$ cat src/rtl/core/assert_macros.svh
// ----------------------------------------------------------------------------
// Assertion macros
// Shared concurrent assertion wrappers, clocked on clk_i and disabled in reset.
// ----------------------------------------------------------------------------
`ifndef ASSERT_MACROS_SVH
`define ASSERT_MACROS_SVH

// Implication or plain property that must hold at every rising edge.
`define VMSP_ASSERT(label, prop, msg) \
  label: assert property (@(posedge clk_i) disable iff (!rst_ni) (prop)) else $error(msg);

// Condition that must never be true at a rising edge.
`define VMSP_ASSERT_NEVER(label, cond, msg) \
  label: assert property (@(posedge clk_i) disable iff (!rst_ni) !(cond)) else $error(msg);

`endif

$ cat src/rtl/core/vmsp_pkg.sv
// ----------------------------------------------------------------------------
// Mode string parser package
// Phase codes, parser state type, character constants and the saturating
// decimal accumulate step.
// ----------------------------------------------------------------------------
package vmsp_pkg;

  localparam int unsigned NumW   = 17;
  localparam int unsigned PrefixLen = 5;

  localparam logic [15:0]           NUM_MAX  = 16'hFFFF;
  localparam logic signed [NumW-1:0] ACC_NONE = '1;

  localparam logic [7:0] CHAR_ZERO       = 8'h30;
  localparam logic [7:0] CHAR_NINE       = 8'h39;
  localparam logic [7:0] CHAR_UNDERSCORE = 8'h5F;
  localparam logic [7:0] CHAR_W          = 8'h57;

  // Expected prefix, one letter per prefix phase.
  localparam logic [7:0] PREFIX_CHARS [PrefixLen] = '{8'h4D, 8'h4F, 8'h44, 8'h45, 8'h5F};

  typedef enum logic [3:0] {
    PH_PREFIX0  = 4'd0,
    PH_PREFIX1  = 4'd1,
    PH_PREFIX2  = 4'd2,
    PH_PREFIX3  = 4'd3,
    PH_PREFIX4  = 4'd4,
    PH_W_FIRST  = 4'd5,
    PH_W_DIGITS = 4'd6,
    PH_H_FIRST  = 4'd7,
    PH_H_DIGITS = 4'd8,
    PH_D_FIRST  = 4'd9,
    PH_D_DIGITS = 4'd10,
    PH_ACCEPT   = 4'd11,
    PH_REJECT   = 4'd12
  } phase_e;

  typedef struct packed {
    phase_e                  phase;
    logic signed [NumW-1:0]  width_acc;
    logic signed [NumW-1:0]  height_acc;
    logic signed [NumW-1:0]  depth_acc;
    logic                    windowed;
  } vmsp_state_t;

  localparam vmsp_state_t STATE_RESET = '{
    phase:      PH_PREFIX0,
    width_acc:  ACC_NONE,
    height_acc: ACC_NONE,
    depth_acc:  ACC_NONE,
    windowed:   1'b0
  };

  // One decimal step: acc * 10 + digit, an unset value counting as zero,
  // saturating at the largest 16-bit value.
  function automatic logic signed [NumW-1:0] acc_digit(input logic signed [NumW-1:0] acc,
                                                       input logic [3:0] digit);
    logic [15:0] base;
    logic [19:0] sum;
    base = acc[NumW-1] ? 16'd0 : acc[15:0];
    sum  = 20'({base, 3'b000}) + 20'({base, 1'b0}) + 20'(digit);
    if (sum > 20'(NUM_MAX)) begin
      return signed'({1'b0, NUM_MAX});
    end
    return signed'({1'b0, sum[15:0]});
  endfunction

endpackage

$ cat src/rtl/core/vmsp_if.sv
// ----------------------------------------------------------------------------
// Mode string parser channels
// Character request channel and result channel, valid/ready handshake.
// ----------------------------------------------------------------------------
interface vmsp_in_if;
  logic       valid;
  logic       ready;
  logic [7:0] character;
  logic       last;

  modport source (output valid, output character, output last, input ready);
  modport sink   (input valid, input character, input last, output ready);
endinterface

interface vmsp_out_if;
  logic               valid;
  logic               ready;
  logic               matched;
  logic signed [16:0] mode_width;
  logic signed [16:0] mode_height;
  logic signed [16:0] color_depth;
  logic               windowed;

  modport source (output valid, output matched, output mode_width, output mode_height,
                  output color_depth, output windowed, input ready);
  modport sink   (input valid, input matched, input mode_width, input mode_height,
                  input color_depth, input windowed, output ready);
endinterface

$ cat src/rtl/core/vmsp_step.sv
// ----------------------------------------------------------------------------
// Mode string parser step
// Next parser state for one character, plus the verdict on that state.
// ----------------------------------------------------------------------------
module vmsp_step
  import vmsp_pkg::*;
(
  input  vmsp_state_t state_i,
  input  logic [7:0]  character_i,
  output vmsp_state_t state_o,
  output logic        matched_o
);

  logic       is_digit;
  logic [3:0] digit;
  logic [7:0] digit_full;

  // Character classification.
  assign is_digit   = (character_i >= CHAR_ZERO) && (character_i <= CHAR_NINE);
  assign digit_full = character_i - CHAR_ZERO;
  assign digit      = digit_full[3:0];

  // Phase transitions and accumulator updates.
  always_comb begin
    state_o = state_i;
    unique case (state_i.phase) inside
      PH_PREFIX0, PH_PREFIX1, PH_PREFIX2, PH_PREFIX3, PH_PREFIX4: begin
        if (character_i == PREFIX_CHARS[state_i.phase[2:0]]) begin
          state_o.phase = phase_e'(state_i.phase + 4'd1);
        end else begin
          state_o.phase = PH_REJECT;
        end
      end
      PH_W_FIRST, PH_W_DIGITS: begin
        if (is_digit) begin
          state_o.width_acc = acc_digit((state_i.phase == PH_W_FIRST) ? ACC_NONE
                                                                      : state_i.width_acc, digit);
          state_o.phase     = PH_W_DIGITS;
        end else if (state_i.phase == PH_W_DIGITS && character_i == CHAR_UNDERSCORE) begin
          state_o.phase = PH_H_FIRST;
        end else begin
          state_o.phase = PH_REJECT;
        end
      end
      PH_H_FIRST, PH_H_DIGITS: begin
        if (is_digit) begin
          state_o.height_acc = acc_digit((state_i.phase == PH_H_FIRST) ? ACC_NONE
                                                                       : state_i.height_acc, digit);
          state_o.phase      = PH_H_DIGITS;
        end else if (state_i.phase == PH_H_DIGITS && character_i == CHAR_UNDERSCORE) begin
          state_o.phase = PH_D_FIRST;
        end else begin
          state_o.phase = PH_REJECT;
        end
      end
      PH_D_FIRST: begin
        if (is_digit) begin
          state_o.depth_acc = acc_digit(ACC_NONE, digit);
          state_o.phase     = PH_D_DIGITS;
        end else begin
          state_o.phase = PH_REJECT;
        end
      end
      PH_D_DIGITS: begin
        if (is_digit) begin
          state_o.depth_acc = acc_digit(state_i.depth_acc, digit);
        end else begin
          // A terminator or any other byte closes the depth and accepts.
          if (character_i == CHAR_W) begin
            state_o.windowed = 1'b1;
          end
          state_o.phase = PH_ACCEPT;
        end
      end
      PH_ACCEPT: begin
        state_o.phase = PH_ACCEPT;
      end
      default: begin
        state_o.phase = PH_REJECT;
      end
    endcase
  end

  // The string counts as matched once the depth digits have started.
  assign matched_o = (state_o.phase == PH_D_DIGITS) || (state_o.phase == PH_ACCEPT);

endmodule

$ cat src/rtl/core/video_mode_string_parser_core.sv
// Path: a last character is held in the input register, and its result is
// loaded into the result register once the result register has room.
// Throughput: one character per cycle through a single combinational parser step;
// only a last character waits, and only while an earlier result is still held.
// Reset: asynchronous, active low; parser state returns to the first prefix
// letter with all numbers unset, and both pipeline registers are emptied.
// ----------------------------------------------------------------------------
// Video mode string parser core
// Input register, one-step parser on the held character, and a result
// register that is loaded when the character flagged as last is consumed.
// ----------------------------------------------------------------------------
`include "assert_macros.svh"

module video_mode_string_parser_core
  import vmsp_pkg::*;
(
  input  logic            clk_i,
  input  logic            rst_ni,
  vmsp_in_if.sink         in_req,
  vmsp_out_if.source      out_res
);

  logic        s1_valid_q;
  logic [7:0]  s1_char_q;
  logic        s1_last_q;
  logic        s1_fire;
  logic        out_free;
  logic        in_fire;

  vmsp_state_t state_q;
  vmsp_state_t state_d;
  vmsp_state_t step_state;
  logic        step_matched;

  logic               out_valid_q;
  logic               out_matched_q;
  logic signed [16:0] out_width_q;
  logic signed [16:0] out_height_q;
  logic signed [16:0] out_depth_q;
  logic               out_windowed_q;

  logic        res_load;
  logic        match_unset;
  logic        acc_bad;

  // Handshake: only a last character needs room in the result register.
  assign out_free     = !out_valid_q || out_res.ready;
  assign s1_fire      = s1_valid_q && (!s1_last_q || out_free);
  assign in_req.ready = !s1_valid_q || s1_fire;
  assign in_fire      = in_req.valid && in_req.ready;

  // Input register.
  always_ff @(posedge clk_i or negedge rst_ni) begin
    if (!rst_ni) begin
      s1_valid_q <= 1'b0;
    end else if (in_req.ready) begin
      s1_valid_q <= in_req.valid;
    end
  end

  always_ff @(posedge clk_i) begin
    if (in_fire) begin
      s1_char_q <= in_req.character;
      s1_last_q <= in_req.last;
    end
  end

  // Parser step on the held character.
  vmsp_step u_step (
    .state_i     (state_q),
    .character_i (s1_char_q),
    .state_o     (step_state),
    .matched_o   (step_matched)
  );

  // Parser state: cleared after each string's result.
  always_comb begin
    state_d = state_q;
    if (s1_fire) begin
      state_d = s1_last_q ? STATE_RESET : step_state;
    end
  end

  always_ff @(posedge clk_i or negedge rst_ni) begin
    if (!rst_ni) begin
      state_q <= STATE_RESET;
    end else begin
      state_q <= state_d;
    end
  end

  // Result register.
  always_ff @(posedge clk_i or negedge rst_ni) begin
    if (!rst_ni) begin
      out_valid_q <= 1'b0;
    end else if (out_free) begin
      out_valid_q <= s1_fire && s1_last_q;
    end
  end

  always_ff @(posedge clk_i) begin
    if (s1_fire && s1_last_q) begin
      out_matched_q  <= step_matched;
      out_width_q    <= step_state.width_acc;
      out_height_q   <= step_state.height_acc;
      out_depth_q    <= step_state.depth_acc;
      out_windowed_q <= step_state.windowed;
    end
  end

  assign out_res.valid       = out_valid_q;
  assign out_res.matched     = out_matched_q;
  assign out_res.mode_width  = out_width_q;
  assign out_res.mode_height = out_height_q;
  assign out_res.color_depth = out_depth_q;
  assign out_res.windowed    = out_windowed_q;

  // Conditions watched by the checks below.
  assign res_load    = s1_fire && s1_last_q;
  assign match_unset = out_valid_q && out_matched_q &&
                       (out_width_q[16] || out_height_q[16] || out_depth_q[16]);
  assign acc_bad     = (state_q.width_acc[16] && !(&state_q.width_acc)) ||
                       (state_q.height_acc[16] && !(&state_q.height_acc)) ||
                       (state_q.depth_acc[16] && !(&state_q.depth_acc));

  // Checks on parser and pipeline behaviour.
  `VMSP_ASSERT(a_clear_after_last, res_load |=> (state_q == STATE_RESET), "state not cleared")
  `VMSP_ASSERT(a_rose_from_last, $rose(out_valid_q) |-> $past(res_load), "result without last")
  `VMSP_ASSERT_NEVER(a_match_has_numbers, match_unset, "matched result with an unset number")
  `VMSP_ASSERT_NEVER(a_acc_range, acc_bad, "accumulator out of range")

endmodule

$ cat src/flat_wrapper.sv
// flat-port wrapper written by rule: the top's interface ports become plain ports
module video_mode_string_parser_core_flat import vmsp_pkg::*;
  (clk_i, rst_ni, in_req_valid, in_req_character, in_req_last, in_req_ready, out_res_valid, out_res_matched, out_res_mode_width, out_res_mode_height, out_res_color_depth, out_res_windowed, out_res_ready);
  vmsp_in_if in_req_i ();
  vmsp_out_if out_res_i ();
  input  logic clk_i;
  input  logic rst_ni;
  input wire logic [$bits(in_req_i.valid)-1:0] in_req_valid;
  input wire logic [$bits(in_req_i.character)-1:0] in_req_character;
  input wire logic [$bits(in_req_i.last)-1:0] in_req_last;
  output wire logic [$bits(in_req_i.ready)-1:0] in_req_ready;
  output wire logic [$bits(out_res_i.valid)-1:0] out_res_valid;
  output wire logic [$bits(out_res_i.matched)-1:0] out_res_matched;
  output wire logic [$bits(out_res_i.mode_width)-1:0] out_res_mode_width;
  output wire logic [$bits(out_res_i.mode_height)-1:0] out_res_mode_height;
  output wire logic [$bits(out_res_i.color_depth)-1:0] out_res_color_depth;
  output wire logic [$bits(out_res_i.windowed)-1:0] out_res_windowed;
  input wire logic [$bits(out_res_i.ready)-1:0] out_res_ready;
  assign in_req_i.valid = in_req_valid;
  assign in_req_i.character = in_req_character;
  assign in_req_i.last = in_req_last;
  assign in_req_ready = in_req_i.ready;
  assign out_res_valid = out_res_i.valid;
  assign out_res_matched = out_res_i.matched;
  assign out_res_mode_width = out_res_i.mode_width;
  assign out_res_mode_height = out_res_i.mode_height;
  assign out_res_color_depth = out_res_i.color_depth;
  assign out_res_windowed = out_res_i.windowed;
  assign out_res_i.ready = out_res_ready;
  video_mode_string_parser_core u_core (.clk_i(clk_i), .rst_ni(rst_ni), .in_req(in_req_i), .out_res(out_res_i));
endmodule
$ cat config.mk
export PLATFORM = sky130hd
export DESIGN_NAME = video_mode_string_parser_core_flat
export DESIGN_NICKNAME = d
export VERILOG_FILES = /design/src/rtl/core/vmsp_pkg.sv /design/src/rtl/core/vmsp_if.sv /design/src/rtl/core/vmsp_step.sv /design/src/rtl/core/video_mode_string_parser_core.sv /design/src/flat_wrapper.sv
export VERILOG_INCLUDE_DIRS = /design/src /design/src/rtl/core
export SDC_FILE = /design/constraint.sdc
export NUM_CORES = 1
export LEC_CHECK = 0
export BUFFER_PORTS_ARGS = -buffer_cell sky130_fd_sc_hd__buf_2
export CAP_MARGIN = 20
export CORE_UTILIZATION = 50
export CTS_CLUSTER_DIAMETER = 200
export DETAILED_ROUTE_END_ITERATION = 8
export HOLD_SLACK_MARGIN = 0.02
export PLACE_DENSITY_LB_ADDON = 0.05
export SYNTH_ARGS = -nofsm -noshare
export SYNTH_HDL_FRONTEND = slang
export SYNTH_SLANG_ARGS = --single-unit
$ cat constraint.sdc
create_clock -name clk_i -period 5.8 [get_ports clk_i]
set_input_delay 1.16 -clock clk_i [delete_from_list [all_inputs] [get_ports clk_i]]
set_output_delay 1.16 -clock clk_i [all_outputs]
set_load 0.01 [all_outputs]
==> reports/qor.yml, run 1 <==
status: "finished, final reports clean"
io_buffer_count: 67
grt_pass1_wl_mm: 36.20
drcViolationCount: 0
via_per_inst: 6.079
total_power_w: 0.002238
ioPinCount: 68
gp_congestion: 0.8961
p_leak_nw: 4.287
pwr-share-clk_pct: 48.7
tightest_slew_ns: 0.9087
synth-simple-area-share_pct: 16.37
top_usage_layer: "met2"
synthTopCellsByArea: "edfxtp_1 21%, dfstp_2 15%, ha_1 14%"
synth_fa_ha_area_share_pct: 14.64
areaGrowthSynthToFinish_pct: 12.59
wl_per_cell_um: 18.58
start_util_pct: 51.40
post_cts_resized: 0
antenna_found_initial: 0
yosysSeqAreaShare_pct: 37.85
critPathRequiredTime_ns: 5.97
synthMuxAreaShare_pct: 0.3787
synth_top_area_cell: "edfxtp_1"
num_vias: 7264
drt_pass1_iterations: 5
post-dp-hpwl_mm: 16.19
drive_gt1_share_pct: 19.59
cts_tree: "built"
final_common_cell: "ha_1"
yosys_warnings: 0
p_comb_share_pct: 8.1
core_sq_um: 17360
synth_area_sq_um: 8921
met3_usage_pct: 4.564
wirelength_mm: 22.21
slowest_delay_ns: 0.66
synth-seq-cells: 120
synth_edf_count: 62
p_int_w: 0.001659
path_buf_inv: 1
final_util_pct: 57.87
critical_path_class: "flop to flop"
postRouteAntennaNets: 0
final.min_clock_period_ns: 5.004
grt_max_degree: 59
grt_use_met2_pct: 41.92
end_kind: "flop"
ir_drop_mv: 0.2579
cp_cell_sequence: "inv_1, ha_1, a21oi_2, and2_1, ha_1, ha_1, fa_1, a21o_1, a221oi_2, nor4_1, o22a_1, mux2i_2, nand4b_4, o22a_1"
synth_compound_area_share_pct: 23.55
power.net_switching_w: 0.0005792
layout_common_cells: "98 x ha_1, 72 x a21oi_1, 69 x nor2_1, 67 x buf_2, 62 x edfxtp_1"
relSlewSlack_pct: 39.28
synthXorXnorAreaFrac_pct: 3.927
setup_viol: 0
rsz0062_at_grt: "no"
async_reset_ff_share_pct: 48.33
synth_cells: 904
overflow: 0
syn-num-nets: 1019
clock-sinks: 120
grt_pass1_vias: 7155
first_iter_violations: 551
clockRootBuffer: "clkbuf_16"
antenna_cells: 0
fmax_ghz: 0.1998
dieArea_sq_um: 18380
path_delay_family: "compound AO/OA/AOI/OAI gates"
critPathArrivalTime_ns: 5.17
cpMaxStageDelayCell: "a21oi_2"
path_clk_slew_ns: 0.07
ys.flop_type: "edfxtp_1"
min_path_type: "flop to flop"
critPathMostFrequentCell: "ha_1"
cp-start-kind: "flop"
seq_power_share_pct: 43.2
die_width_um: 135.6
avgSynthCellArea_sq_um: 9.868
grt.total_usage_pct: 25.17
power_density_nw_per_um2: 222.8
die_height_um: 135.6
htreeDepth: 4
nets: 1072
finalHoldViolations: 0
finalCritPeriodShare_pct: 86.28
post-cts-setup-buffer-count: 0
cts_buffer_depth: 2
maxCapViolCount: 0
finClkSkew_ns: 0.01348
holdBufCountCts: 0
critical_path.max_fanout: 32
use_met1_pct: 32.94
final-max-slew-violation-count: 0
synthDistinctLibCells: 83
std_cell_rows: 48
clock_latency_ns: 0.43
numCtsBuffers: 17
synth_top_family_by_area: "compound AO/OA/AOI/OAI gates"
sw_frac_of_total_pct: 25.88
yosysTopAreaCellShare_pct: 20.87
nFillCells: 1516
tns_ns: 0
==> stage by stage <==
stage	hold WS (ns)	instance area [sq um]	instances	setup slack, ns
after CTS	0.4935	10040	1195	0.8183
after detailed placement	0.4882	9435	1163	0.8549
after floorplan	0.4689	8921	904	1.722
final	0.4950	10040	1195	0.7958
after global routing	0.5276	10040	1195	0.4382
after global placement	0.4800	9415	1162	0.9880
==> kinds of logic after synthesis <==
kind of cell,after synthesis
compound gates,291
xor+xnor,40
fa+ha+maj,102
buf+inv,69
flops,120
mux,3
simple gates,279
==> worst paths after layout <==
path	startpoint	to	slack, ns	cells after the start
min in group asynchronous	rst_ni	u_core.state_q[53]$_DFFE_PN0P_	0.92	2
setup / recovery	u_core.state_q[53]$_DFFE_PN0P_	u_core.out_res.mode_width[2]$_DFFE_PP_	0.80	14
hold / removal	u_core.state_q[51]$_DFFE_PN1P_	u_core.state_q[51]$_DFFE_PN1P_	0.50	2
max in group asynchronous	rst_ni	u_core.state_q[55]$_DFFE_PN0P_	4.38	2
hold reg to reg	u_core.state_q[51]$_DFFE_PN1P_	u_core.state_q[51]$_DFFE_PN1P_	0.50	2
setup reg to reg	u_core.state_q[53]$_DFFE_PN0P_	u_core.out_res.mode_width[2]$_DFFE_PP_	0.80	14
==> tightest hold or removal path: cells and delay by family (launching register included) <==
family	cells	cell delay, ns
AO/OA/AOI/OAI	1	0.06
flip-flops	1	0.37
AND/OR/NAND/NOR	1	0.05
==> area by class of cell <==
| class | count | area (sq um) | share of cell area, % |
|---|---|---|---|
| multi-input cells | 715 | 5260 | 52.37 |
| flip-flops and latches | 120 | 3377 | 33.62 |
| clock buffers | 17 | 425.4 | 4.235 |
| repair buffers | 76 | 415.4 | 4.136 |
| well taps | 225 | 281.5 | 2.803 |
| clock inverters | 15 | 183.9 | 1.831 |
| inverters | 27 | 101.3 | 1.009 |
==> routing by layer <==
metal  vias up  share of wire [%]
met4         0                1.7
met1      3524                 46
met3        26                3.6
li1       3543                  -
met2       171                 49
met5         -                  0
==> sequential cells by signal, summed over array words and instances, names as in the netlist <==
signal,flops
u_core.out_res.mode_height,17
u_core.state_q,56
u_core.out_res.color_depth,17
u_core.out_res.matched,1
u_core.out_res.valid,1
u_core.s1_last_q,1
u_core.s1_char_q,8
u_core.s1_valid_q,1
u_core.out_res.windowed,1
u_core.out_res.mode_width,17
==> synthesized netlist by cell type (4+ instances only) <==
cell type  number
a211o_1         8
a211oi_1        5
a21boi_0        4
a21o_1         16
a21oi_1        72
a22o_1         12
a31o_2          4
a31oi_1        20
and2_1         41
and3_1          6
and4_1          4
buf_2          12
clkbuf_1       27
dfrtp_1         7
dfstp_2        51
edfxtp_1       62
fa_1            4
ha_1           98
inv_1          26
nand2_1        54
nand2b_1       10
nand3_1        24
nand4_1         6
nor2_1         69
nor2b_1        21
nor3_1         17
o211ai_1        8
o21a_1          6
o21ai_0        33
o21ai_1         9
o21bai_1        4
o22a_1         23
o22ai_1         6
o32a_1         15
xnor2_1        20
xor2_1         20
==> power groups by stage <==
stage / clock network [W] / logic [W] / registers (W)
final: 0.00109 / 0.000181 / 0.000967
after global routing: 0.00115 / 0.000201 / 0.000970
after CTS: 0.00111 / 0.000181 / 0.000966
after detailed placement: 0 / 0.000179 / 0.000981
after global placement: 0 / 0.000175 / 0.000980
after floorplan: 0 / 0.000123 / 0.000972
(Power assumes the default switching activity.)
==> run 2, diff against run 1 <==
Settings changed: RECOVER_POWER from default to 50.
==> reports/qor.yml, run 2 (same netlist as run 1, synthesis figures left out) <==
status: "complete, but fails checks"  # was finished, final reports clean
violations: "capacitance limit, slew limit"
top_register: "u_core.state_q"  # unchanged
die_height_um: 135.6  # unchanged
worstSetupEndpoint: "u_core.out_res.mode_width[4]$_DFFE_PP_"  # was u_core.out_res.mode_width[2]$_DFFE_PP_
drt_pass1_iterations: 6  # was 5
via_per_inst: 6.123  # was 6.079
pre_cts_ws_ns: 0.8549  # unchanged
clock_latency_ns: 0.43  # about the same
cts_tree: "built"  # unchanged
setup_ws_ns: 0.8014  # was 0.7958 ns
critical_path.max_fanout: 32  # unchanged
overflow: 0  # unchanged
ir_drop_mv: 0.2574  # was 0.2579 mV
core_sq_um: 17360  # unchanged
die_width_um: 135.6  # unchanged
gp_congestion: 0.8961  # unchanged
numCtsBuffers: 17  # unchanged
postRouteAntennaNets: 0  # unchanged
tns_ns: 0  # unchanged
total_power_w: 0.002239  # was 0.002238 W
relSlewSlack_pct: -124.3  # was 39.28%
worstReg2RegStart: "u_core.state_q[53]$_DFFE_PN0P_"  # unchanged
post-dp-hpwl_mm: 16.19  # unchanged
antenna_cells: 0  # unchanged
largest_reg_flops: 56  # unchanged
worstSetupStartpoint: "u_core.state_q[53]$_DFFE_PN0P_"  # unchanged
drcViolationCount: 0  # unchanged
finalHoldViolations: 0  # unchanged
num_vias: 7317  # was 7264
ioPinCount: 68  # unchanged
critical_path_class: "flop to flop"  # unchanged
antenna_found_initial: 0  # unchanged
timing.rr.end: "u_core.out_res.mode_width[4]$_DFFE_PP_"  # was u_core.out_res.mode_width[2]$_DFFE_PP_
power_density_nw_per_um2: 224.8  # was 222.8 nW/um^2
grt_pass1_vias: 7155  # unchanged
areaGrowthSynthToFinish_pct: 11.65  # was 12.59%
end_kind: "flop"  # unchanged
drive_gt1_share_pct: 13.61  # was 19.59%
grt.total_usage_pct: 25.17  # unchanged
cts_buffer_depth: 2  # unchanged
ff2ff_path_depth: 14  # unchanged
finClkSkew_ns: 0.01287  # was 0.01348 ns
final_common_cell: "ha_1"  # unchanged
tightest_slew_ns: 3.365  # was 0.9087 ns
wirelength_mm: 22.23  # was 22.21 mm
min_path_type: "flop to flop"  # unchanged
holdBufCountCts: 0  # unchanged
htreeDepth: 4  # unchanged
finalCritPeriodShare_pct: 86.18  # was 86.28%
p_leak_nw: 4.206  # was 4.287 nW
critPathArrivalTime_ns: 5.17  # about the same
nets: 1072  # unchanged
final.min_clock_period_ns: 4.999  # was 5.004 ns
dieArea_sq_um: 18380  # unchanged
layout_common_cells: "98 x ha_1, 73 x a21oi_1, 69 x nor2_1, 62 x edfxtp_1, 56 x clkbuf_1"  # was 98 x ha_1, 72 x a21oi_1, 69 x nor2_1, 67 x buf_2, 62 x edfxtp_1
grt_pass1_wl_mm: 36.20  # unchanged
critPathRequiredTime_ns: 5.97  # about the same
final-max-slew-violation-count: 79  # was 0
grt_max_degree: 59  # unchanged
maxCapViolCount: 2  # was 0
clock-sinks: 120  # unchanged
rsz0062_at_grt: "no"  # unchanged
wl_per_cell_um: 18.60  # was 18.58 um
nFillCells: 1557  # was 1516
std_cell_rows: 48  # unchanged
fmax_ghz: 0.2001  # was 0.1998 GHz
rrSetupSlack_ns: 0.80  # about the same
start_util_pct: 51.40  # unchanged
io_buffer_count: 67  # unchanged
path_clk_slew_ns: 0.07  # about the same
post-cts-setup-buffer-count: 0  # unchanged
post_cts_resized: 0  # unchanged
clockRootBuffer: "clkbuf_16"  # unchanged
cp-start-kind: "flop"  # unchanged
first_iter_violations: 580  # was 551
setup_viol: 0  # unchanged
-- run 2: cell count changes in the layout (fill, tap and decap cells not counted) --
cell and change:
o21ai_1 -1, inv_2 -1, clkbuf_1 +56, a21oi_1 +1, buf_2 -55, a21oi_4 -1, buf_4 -1, o21ai_0 +1
and2_1 -3, and2_0 +3, inv_1 +1
-- run 2: worst min-delay path by stage --
stage / end / slack, ns / start / cells past startpoint
2_1_floorplan: u_core.state_q[51]$_DFFE_PN1P_ / 0.47 / u_core.state_q[51]$_DFFE_PN1P_ / 2
3_3_place_gp: u_core.state_q[51]$_DFFE_PN1P_ / 0.48 / u_core.state_q[51]$_DFFE_PN1P_ / 2
3_5_place_dp: u_core.state_q[51]$_DFFE_PN1P_ / 0.49 / u_core.state_q[51]$_DFFE_PN1P_ / 2
4_1_cts: u_core.state_q[51]$_DFFE_PN1P_ / 0.49 / u_core.state_q[51]$_DFFE_PN1P_ / 2
5_1_grt: u_core.state_q[40]$_DFFE_PN1P_ / 0.53 / u_core.state_q[40]$_DFFE_PN1P_ / 1
6_report: u_core.state_q[51]$_DFFE_PN1P_ / 0.49 / u_core.state_q[51]$_DFFE_PN1P_ / 2
-- run 2: critical path, cell delays in order (launching register included) --
cell      delay (ns)
dfrtp_1         0.46
inv_1           0.13
ha_1            0.33
a21oi_2         0.66
and2_1          0.26
ha_1            0.24
ha_1            0.24
fa_1            0.41
a21o_1          0.22
a221oi_2        0.39
nor4_1          0.13
o22a_1          0.25
mux2i_2         0.23
nand4b_4        0.44
o22a_1          0.34
-- run 2: metal layers --
layer  wire [um]  GRT usage, %
met5           0             0
met3         904         4.564
met4         327         7.928
met2       10820         41.92
met1       10170         32.94
-- run 2: area by class of cell --
class,count,area [sq um],share of cell area (%)
clock buffers,17,425.4,4.271
clock inverters,15,183.9,1.846
inverters,27,101.3,1.017
multi-input cells,715,5249,52.69
flip-flops and latches,120,3377,33.90
well taps,225,281.5,2.826
repair buffers,76,342.8,3.442
-- run 2: through the flow --
| stage | cell area [sq um] | util, % | hold slack, ns | instances |
|---|---|---|---|---|
| floorplan | 8921 | - | 0.4689 | 904 |
| global placement | 9415 | 54.25 | 0.4800 | 1162 |
| detailed placement | 9435 | 54.36 | 0.4882 | 1163 |
| CTS | 10040 | 57.87 | 0.4935 | 1195 |
| global route | 9961 | 57.39 | 0.5276 | 1195 |
| finish | 9961 | 57.39 | 0.4942 | 1195 |
-- run 2: where the power goes --
| part | internal, W | switching (W) |
|---|---|---|
| combinational | 0.0000674 | 0.000110 |
| clock | 0.000651 | 0.000444 |
| sequential | 0.000938 | 0.0000281 |
| total | 0.00166 | 0.000582 |
==> run 3, diff against run 2 <==
Settings changed: CELL_PAD_IN_SITES_DETAIL_PLACEMENT from default to 0, CELL_PAD_IN_SITES_GLOBAL_PLACEMENT from default to 1, CORE_UTILIZATION 50 to 48.
==> reports/qor.yml, run 3 (same netlist as run 1, synthesis figures left out) <==
status: "complete, but fails checks"  # unchanged
violations: "DRC, capacitance limit, slew limit"  # was capacitance limit, slew limit
via_per_inst: 6.150  # was 6.123
largest_reg_flops: 56  # unchanged
maxCapViolCount: 1  # was 2
cp_cell_sequence: "inv_1, ha_1, a21oi_2, and2_1, ha_1, ha_1, fa_1, a21o_1, a221oi_2, nor4_1, o22a_1, mux2i_2, nand4b_4, o22a_1"  # unchanged
post-cts-setup-buffer-count: 0  # unchanged
pre_cts_ws_ns: 0.8066  # was 0.8549 ns
tightest_slew_ns: 3.476  # was 3.365 ns
clock-sinks: 120  # unchanged
relSlewSlack_pct: -131.7  # was -124.3%
start_util_pct: 49.33  # was 51.40%
hold_ws_ns: 0.4946  # was 0.4942 ns
finalHoldViolations: 0  # unchanged
cpMaxStageDelayCell: "a21oi_2"  # unchanged
die_height_um: 138.3  # was 135.6 um
dieArea_sq_um: 19140  # was 18380 sq um
power_density_nw_per_um2: 217.9  # was 224.8 nW/um^2
post_cts_resized: 0  # unchanged
nets: 1071  # was 1072
final-max-slew-violation-count: 59  # was 79
clockRootBuffer: "clkbuf_16"  # unchanged
critical_path_class: "flop to flop"  # unchanged
fmax_ghz: 0.1963  # was 0.2001 GHz
grt.total_usage_pct: 24.66  # was 25.17%
num_vias: 7368  # was 7317
postRouteAntennaNets: 0  # unchanged
cts_buffer_depth: 2  # unchanged
ioPinCount: 68  # unchanged
tns_ns: 0  # unchanged
gp_congestion: 0.8581  # was 0.8961
overflow: 0  # unchanged
wirelength_mm: 22.66  # was 22.23 mm
dp_cells: 1166  # was 1163
areaGrowthSynthToFinish_pct: 11.01  # was 11.65%
critical_path.max_fanout: 32  # unchanged
top_register: "u_core.state_q"  # unchanged
holdBufCountCts: 0  # unchanged
final_util_pct: 54.76  # was 57.39%
grt_pass1_vias: 7419  # was 7155
end_kind: "flop"  # unchanged
clock_latency_ns: 0.41  # was 0.43 ns
layout_common_cells: "98 x ha_1, 72 x a21oi_1, 68 x nor2_1, 62 x edfxtp_1, 60 x clkbuf_1"  # was 98 x ha_1, 73 x a21oi_1, 69 x nor2_1, 62 x edfxtp_1, 56 x clkbuf_1
min_path_type: "flop to flop"  # unchanged
core_sq_um: 18090  # was 17360 sq um
stdcell_count: 1198  # was 1195
die_width_um: 138.3  # was 135.6 um
finClkSkew_ns: 0.008812  # was 0.01287 ns
critPathRequiredTime_ns: 5.96  # was 5.97 ns
setup_ws_ns: 0.7055  # was 0.8014 ns
drive_gt1_share_pct: 12.90  # was 13.61%
rsz0062_at_grt: "no"  # unchanged
critPathMostFrequentCell: "ha_1"  # unchanged
finalCritPeriodShare_pct: 87.84  # was 86.18%
final.min_clock_period_ns: 5.095  # was 4.999 ns
antenna_cells: 0  # unchanged
nFillCells: 1632  # was 1557
slowest_delay_ns: 0.66  # about the same
numCtsBuffers: 17  # unchanged
post-dp-hpwl_mm: 16.20  # was 16.19 mm
cp-start-kind: "flop"  # unchanged
critPathArrivalTime_ns: 5.25  # was 5.17 ns
p_leak_nw: 4.171  # was 4.206 nW
wl_per_cell_um: 18.91  # was 18.60 um
drt_pass1_iterations: 8  # was 6
grt_max_degree: 59  # unchanged
final_common_cell: "ha_1"  # unchanged
io_buffer_count: 67  # unchanged
htreeDepth: 4  # unchanged
cts_tree: "built"  # unchanged
drcViolationCount: 7  # was 0
antenna_found_initial: 0  # unchanged
setup_viol: 0  # unchanged
path_clk_slew_ns: 0.05  # was 0.07 ns
std_cell_rows: 49  # was 48
first_iter_violations: 451  # was 580
ir_drop_mv: 0.1910  # was 0.2574 mV
grt_pass1_wl_mm: 37.87  # was 36.20 mm
-- run 3: cell count changes in the layout (fill, tap and decap cells not counted), sizes merged --
cell,change
buf,-2
clkbuf,+5
clkinv,+4
clkinvlp,-1
inv,-7
-- run 3: power by group --
group / leakage (nW) / internal, W / switching (W)
sequential: 1.06 / 0.000939 / 0.0000272
clock: 0.271 / 0.000635 / 0.000376
combinational: 2.84 / 0.0000655 / 0.000114
total: 4.17 / 0.00164 / 0.000518
-- run 3: cell type report --
type,count,area [sq um],area share (%)
timing repair buffer,75,319.1,3.222
inverter,27,101.3,1.023
clock buffer,21,450.4,4.548
clock inverter,11,106.4,1.074
multi-input combinational,715,5263,53.14
sequential,120,3377,34.10
tap,229,286.5,2.893
-- run 3: critical path, delay by kind of cell (launching register included) --
kind	cells	cell delay (ns)
AND/OR/NAND/NOR	3	0.88
multiplexers	1	0.24
buffers and inverters	1	0.13
AO/OA/AOI/OAI	5	1.92
adder cells (fa/ha/maj)	4	1.22
flip-flops	1	0.46
-- run 3: path summary, 6_finish.rpt --
| kind | depth (start not counted) | end | slack (ns) | start |
|---|---|---|---|---|
| min reg2reg | 2 | u_core.state_q[51]$_DFFE_PN1P_ | 0.49 | u_core.state_q[51]$_DFFE_PN1P_ |
| min | 2 | u_core.state_q[51]$_DFFE_PN1P_ | 0.49 | u_core.state_q[51]$_DFFE_PN1P_ |
| max reg2reg | 14 | u_core.out_res.mode_width[13]$_DFFE_PP_ | 0.71 | u_core.state_q[53]$_DFFE_PN0P_ |
| max | 14 | u_core.out_res.mode_width[13]$_DFFE_PP_ | 0.71 | u_core.state_q[53]$_DFFE_PN0P_ |
| max in group asynchronous | 2 | u_core.state_q[0]$_DFFE_PN0P_ | 1.82 | rst_ni |
| min in group asynchronous | 2 | u_core.state_q[54]$_DFFE_PN0P_ | 2.04 | rst_ni |
-- run 3: stage by stage --
step	total power (W)	instance area (sq um)
detailed placement	0.001161	9423
global route	0.002232	9903
global placement	0.001159	9423
floorplan	0.001095	8921
finish	0.002158	9903
CTS	0.002178	9980
-- run 3: metal layers --
| metal | track usage, % | up-vias | routed length (um) | share of wire, % |
|---|---|---|---|---|
| li1 | - | 3532 | - | - |
| met1 | 32.88 | 3614 | 10680 | 47 |
| met2 | 40.66 | 198 | 10670 | 47 |
| met3 | 4.018 | 24 | 976 | 4.3 |
| met4 | 8.516 | 0 | 334 | 1.5 |
| met5 | 0 | - | 0 | 0 |
